==> src/rde_pkg.sv <==
// Shared types, constants and index helpers for the reversible deque engine.
// No dependencies; every other file except rde_ram imports this package.
package rde_pkg;

  // Storage geometry
  localparam int DEPTH = 1024;
  localparam int AW    = (DEPTH > 1) ? $clog2(DEPTH) : 1;
  localparam int CW    = $clog2(DEPTH + 1);
  localparam int VW    = 16;

  typedef logic [AW-1:0] idx_t;
  typedef logic [CW-1:0] cnt_t;
  typedef logic [VW-1:0] val_t;

  // Operation codes
  typedef enum logic [2:0] {
    OP_LOAD    = 3'd0,
    OP_REVERSE = 3'd1,
    OP_DELETE  = 3'd2,
    OP_READ    = 3'd3,
    OP_CLEAR   = 3'd4
  } op_t;

  // Result status codes
  typedef enum logic [1:0] {
    ST_OK    = 2'd0,
    ST_ERROR = 2'd1,
    ST_EMPTY = 2'd2,
    ST_FULL  = 2'd3
  } status_t;

  // Store access issued by the controller in the accept cycle
  typedef struct packed {
    logic we;
    idx_t addr;
    val_t wdata;
  } mem_cmd_t;

  // Result fields known in the accept cycle; element follows from the store
  typedef struct packed {
    status_t status;
    cnt_t    remaining;
    logic    is_read;
  } res_t;

  // Circular index arithmetic, valid for any depth
  function automatic idx_t wrap_add(idx_t a, idx_t b);
    logic [AW:0] s;
    s = {1'b0, a} + {1'b0, b};
    if (s >= (AW+1)'(DEPTH)) begin
      s = s - (AW+1)'(DEPTH);
    end
    return s[AW-1:0];
  endfunction

  function automatic idx_t wrap_inc(idx_t a);
    return (a == AW'(DEPTH - 1)) ? '0 : a + 1'b1;
  endfunction

  function automatic idx_t wrap_dec(idx_t a);
    return (a == '0) ? AW'(DEPTH - 1) : a - 1'b1;
  endfunction

endpackage

==> src/rde_ctrl.sv <==
// Deque pointer state and per-beat decode: updates low index, count and flags,
// and issues the store access. Depends on rde_pkg.
module rde_ctrl import rde_pkg::*; (
  input  logic       clk,
  input  logic       rst,
  input  logic       accept,
  input  logic [2:0] operation,
  input  val_t       item_value,
  output mem_cmd_t   mem_cmd,
  output res_t       res
);

  idx_t low, low_next;
  cnt_t count, count_next;
  logic reversed, reversed_next;
  logic err, err_next;

  cnt_t count_m1;
  idx_t high, tail;

  assign count_m1 = count - 1'b1;
  assign high     = wrap_add(low, count_m1[AW-1:0]);
  assign tail     = wrap_add(low, count[AW-1:0]);

  // Next state and store access
  always_comb begin
    low_next       = low;
    count_next     = count;
    reversed_next  = reversed;
    err_next       = err;
    mem_cmd.we     = 1'b0;
    mem_cmd.addr   = low;
    mem_cmd.wdata  = item_value;
    res.status     = ST_OK;
    res.is_read    = 1'b0;
    priority if (operation == OP_CLEAR) begin
      low_next      = '0;
      count_next    = '0;
      reversed_next = 1'b0;
      err_next      = 1'b0;
    end else if (err) begin
      res.status = ST_ERROR;
    end else begin
      unique case (operation)
        OP_LOAD: begin
          if (count == CW'(DEPTH)) begin
            res.status = ST_FULL;
          end else begin
            mem_cmd.we = 1'b1;
            if (!reversed) begin
              mem_cmd.addr = tail;
            end else begin
              low_next     = wrap_dec(low);
              mem_cmd.addr = wrap_dec(low);
            end
            count_next = count + 1'b1;
          end
        end
        OP_REVERSE: begin
          reversed_next = !reversed;
        end
        OP_DELETE, OP_READ: begin
          if (count == '0) begin
            if (operation == OP_DELETE) begin
              err_next   = 1'b1;
              res.status = ST_ERROR;
            end else begin
              res.status = ST_EMPTY;
            end
          end else begin
            // take the logical front
            res.is_read = (operation == OP_READ);
            if (!reversed) begin
              mem_cmd.addr = low;
              low_next     = wrap_inc(low);
            end else begin
              mem_cmd.addr = high;
            end
            count_next = count_m1;
          end
        end
        default: begin
          // unused codes change nothing
        end
      endcase
    end
    res.remaining = count_next;
    if (!accept) begin
      mem_cmd.we = 1'b0;
    end
  end

  always_ff @(posedge clk) begin
    if (rst) begin
      low      <= '0;
      count    <= '0;
      reversed <= 1'b0;
      err      <= 1'b0;
    end else if (accept) begin
      low      <= low_next;
      count    <= count_next;
      reversed <= reversed_next;
      err      <= err_next;
    end
  end

endmodule

==> config.mk <==
export PLATFORM = sky130hd
export DESIGN_NAME = rde_ctrl
export DESIGN_NICKNAME = d
export VERILOG_FILES = /design/src/rde_pkg.sv /design/src/rde_ctrl.sv
export SDC_FILE = /design/constraint.sdc
export NUM_CORES = 1
export LEC_CHECK = 0
export ABC_CLOCK_PERIOD_IN_PS = 4100
export BUFFER_PORTS_ARGS = -buffer_cell sky130_fd_sc_hd__buf_2
export CAP_MARGIN = 20
export CELL_PAD_IN_SITES_DETAIL_PLACEMENT = 0
export CELL_PAD_IN_SITES_GLOBAL_PLACEMENT = 1
export CORE_UTILIZATION = 35
export DETAILED_ROUTE_END_ITERATION = 12
export PLACE_DENSITY_LB_ADDON = 0.2
export SYNTH_ARGS = -nofsm -noshare
export SYNTH_HDL_FRONTEND = slang
export SYNTH_SLANG_ARGS = --single-unit
==> constraint.sdc <==
create_clock -name clk -period 4.1 [get_ports clk]
set_input_delay 0.205 -clock clk [delete_from_list [all_inputs] [get_ports clk]]
set_output_delay 0.205 -clock clk [all_outputs]
set_load 0.05 [all_outputs]
### Yosys cells after proc, flatten, opt, wreduce, memory -nomap -nowiden

Index checks and enable logic that the tools add are counted.

| word-level totals | value |
|---|---|
| register bits | 23 |
| bits of input ports | 22 |
| word-level logic and storage cells | 77 |

| cells by class | value |
|---|---|
| $add $sub $neg | 8 |
| magnitude comparators | 2 |
| equality and inequality tests | 11 |
| muxes and demuxes | 43 |
| reduce and logical (&&, ||, !) cells | 9 |

Operators by type and width:

| kind | number |
|---|---|
| $mux 10 | 13 |
| $mux 11 | 7 |
| $pmux 10 s2 | 2 |
| $sub 10x1->10 const B | 3 |
| $add 10x10->11 | 2 |
| $ge 11x11->1 const B | 2 |
| $pmux 11 s2 | 1 |
| $mux 1 | 14 |
| $ne 3x3->1 const B | 4 |
| $add 11x1->11 const B | 1 |
| $eq 11x11->1 const B | 1 |
| $logic_not 11->1 | 1 |
| $sub 11x1->11 const B | 1 |
| $add 10x1->10 const B | 1 |
| $eq 10x10->1 const B | 1 |
| $logic_not 10->1 | 1 |
| $mux 2 | 5 |
| $reduce_and 7->1 | 1 |
| $eq 3x2->1 const B | 2 |
| $pmux 2 s2 | 1 |
| $eq 3x1->1 const B | 1 |
| $eq 3x3->1 const B | 1 |
| $logic_not 3->1 | 1 |
| $reduce_and 3->1 | 1 |
| 5 further kinds | 5 |

### Logic depth before layout (Yosys ltp)

| depth | value |
|---|---|
| depth in word-level cells | 10 |
| depth in mapped cells | 13 |

### Worst setup path after synthesis

Ideal clock, no wire load.

| timing | value |
|---|---|
| path type | reg-to-output |
| start | register count[3] |
| end | output port mem_cmd[25] (netlist bit) |
| arrival | 3.146 ns |
| data required time | 3.895 ns |
| path slack | 0.749 ns |
| stages on the path, launching flop included | 14 |
| buffers on the path | 1 |
| path through | dfxtp_1 buf_6 or4_4 or3_1 xor2_1 inv_1 ha_1 nand2_1 nor2_1 a211oi_1 o21ai_0 xnor2_1 mux2i_1 nand4_1 |

RTL lines:

| item | line | RTL |
|---|---|---|
| from (decl) | rde_ctrl.sv:14 | `cnt_t count, count_next;` |
| from (signal assigned) | rde_ctrl.sv:101 | `count <= count_next;` |
| to (decl) | rde_ctrl.sv:9 | `output mem_cmd_t mem_cmd,` |

==> impl_metrics.toml <==
[status]
run_status = "complete, no violations"

[logic_synthesis]
synth_area_um2 = 3585
synth_fa_ha_area_share_pct = 9.145
synth_top_family_by_area = "simple AND/OR/NAND/NOR gates"
ys_types = 72
syn-num-nets = 565
synthArstFlopShare_pct = 0
yosysWarnings = 0
synthMuxAreaShare_pct = 1.396
synth_edf_count = 0
synth_top_cell_area_share_pct = 12.84
synth_compound_area_share_pct = 28.69
yosys.area_share.simple_pct = 29.95
syn_inst = 518
synth.avg_cell_area_um2 = 6.920
ys_seq_elements = 23
synthXorXnorAreaFrac_pct = 7.818
yosysTopAreaCell = "dfxtp_1"
synthFlopType = "dfxtp_1"
synthTopCellsByArea = "dfxtp_1 13%, ha_1 8.0%, a21oi_1 5.7%"
ys_seq_area_share_pct = 12.84

[drt]
routed_wl_um = 11980
wl_per_cell_um = 18.78
viasPerCell = 5.973
drtPass1Iterations = 6
drt_iter0_drc = 256
antenna_left = 0
route.detailed.drc = 0
dr_total_vias = 3811

[cts]
post-cts-setup-buffer-count = 0
cts_num_sinks = 23
htreeDepth = 1
cts_tree = "done"
cts_buffer_depth = 2
insertion_delay_ps = 280
hold_buffers = 0
cts_resized = 0
root_buffer = "clkbuf_8"
clkTransAtPathRegs_ps = 100
cts_inserted_buffers = 3

[place]
routabilityCongestion = 0.9299
port_buffers = 30
dpl.hpwl_um = 9052
placed_area_um2 = 3669

[power_and_ir_drop]
power_density_nw_per_um2 = 289.2
leakagePower_nw = 1.464
vdd_ir_drop_max_mv = 0.1291

[hold_path]
hold_class = "input pin to flip-flop"

[worst_setup_path]
worst_setup_path_end_kind = "output pin"
worst_setup_path_start_kind = "flip-flop"
critPathMaxFanout = 13
critPathArrivalTime_ps = 3580
criticalPathCategory = "flip-flop to output pin"
crit_required_ps = 3890

[layout]
layout.nets = 553
insertedDiodeCount = 0
layout-drive-gt1-share_pct = 13.86
final_cell_area_um2 = 3715
mostFrequentLayoutCells = "54 x nor2_1, 49 x nand2_1, 41 x a21oi_1"
layout_commonest_cell = "nor2_1"
area_growth_pct = 3.630

[timing]
setup_tns_ps = 0
finalSetupViolations = 0
hold-worst-slack_ps = 371.7
fin_skew_ps = 8.844
slew_violations = 0
worst_slew_pin_slew_ps = 984.9
relSlewSlack_pct = 34.25
clock.fmax_ghz = 0.2644
final.period_utilization_pct = 92.24
fin_crit_ps = 3782
hold_violations = 0
rsz0062_at_grt = "no"

[floorplanning]
pin_count = 63
die_w_um = 103.2
core_um2 = 9864
dieArea_um2 = 10650
fp.dieH_um = 103.2
start_util_pct = 36.34
core.rowCount = 36

[global_route]
grt_pass1_wl_um = 19020
antenna_found_initial = 0
grt-ovfl-total = 0
grt_max_degree = 30
grt_pass1_vias = 3367
grt.total_usage_pct = 23.13

[run]
cap_violations = 0
-- stage by stage --
step / power (mW) / utilization [%] / std cells / worst slack [ps]
after floorplan: 0.8104 / - / 518 / 749.2
after global placement: 0.9164 / 37.19 / 634 / 706.6
after detailed placement: 0.9108 / 37.19 / 634 / 661.2
after CTS: 1.078 / 37.66 / 638 / 314.1
after global routing: 1.147 / 37.66 / 638 / 84.40
final: 1.074 / 37.66 / 638 / 318.0
-- routing by layer --
metal	up-vias	routed length (um)	global-route usage [%]
met3	24	643	2.016
met1	1812	5752	33.92
met2	131	5393	36.82
met4	0	190	4.767
li1	1844	-	-
met5	-	0	0
-- cells by family (layout without fill, tap and decap cells) --
group,count (synthesis),in the layout
buffers and inverters,72,59
adder cells (fa/ha/maj),25,25
multiplexers,5,5
AND/OR/NAND/NOR,206,206
XOR/XNOR,32,32
AO/OA/AOI/OAI,155,155
flip-flops,23,23
-- path summary, 6_finish.rpt --
| path | from | endpoint | slack (ps) | cells past startpoint |
|---|---|---|---|---|
| hold reg to reg | count[10] | count[10] | 590 | 2 |
| setup / recovery | count[2] | mem_cmd[25] | 320 | 13 |
| hold / removal | accept | count[4] | 370 | 3 |
| setup reg to reg | count[0] | count[4] | 1440 | 8 |
-- registers in the layout, indices dropped and copies added (netlist names) --
| name | cells |
|---|---|
| reversed | 1 |
| count | 11 |
| low | 10 |
| err | 1 |
-- cell type report --
class	count	area [um^2]
fillers	1107	6150
repair buffers	40	225.2
inverters	15	56.30
clock inverters	1	5.005
clock buffers	3	41.29
flip-flops and latches	23	460.4
well taps	133	166.4
multi-input cells	423	2760
-- worst max-delay path: stages, from the launching register on --
cell and delay [ps]:
dfxtp_1 460, or4_4 640, or3_1 380, xor2_1 190, inv_1 70, ha_1 330, nand2_1 90, nor2_1 40
a211oi_1 150, o21ai_0 140, xnor2_1 210, mux2i_1 220, nand4_1 140, buf_2 240
-- cell usage after synthesis (4+ instances only) --
| library cell | count |
|---|---|
| or2_2 | 5 |
| inv_1 | 15 |
| clkbuf_1 | 29 |
| nor4_1 | 5 |
| o21ai_1 | 5 |
| nor3_1 | 10 |
| or3_1 | 7 |
| nand4_1 | 11 |
| a22oi_1 | 5 |
| nor2_1 | 54 |
| a211oi_1 | 9 |
| ha_1 | 23 |
| buf_2 | 6 |
| o21bai_1 | 4 |
| a21oi_1 | 41 |
| xor2_1 | 13 |
| o21a_1 | 4 |
| o21ai_0 | 34 |
| a31oi_1 | 8 |
| mux2i_1 | 5 |
| buf_4 | 17 |
| o211ai_1 | 7 |
| nor2b_1 | 11 |
| xnor2_1 | 19 |
| dfxtp_1 | 23 |
| nand3_1 | 24 |
| nand2_1 | 49 |
-- power by group --
part           total [mW]  internal (mW)  switching, mW
Clock               0.160         0.0684         0.0917
Combinational       0.636          0.229          0.407
Sequential          0.278          0.238         0.0402
Total                1.07          0.535          0.539
Note: power is estimated with default switching activity, not from simulation.
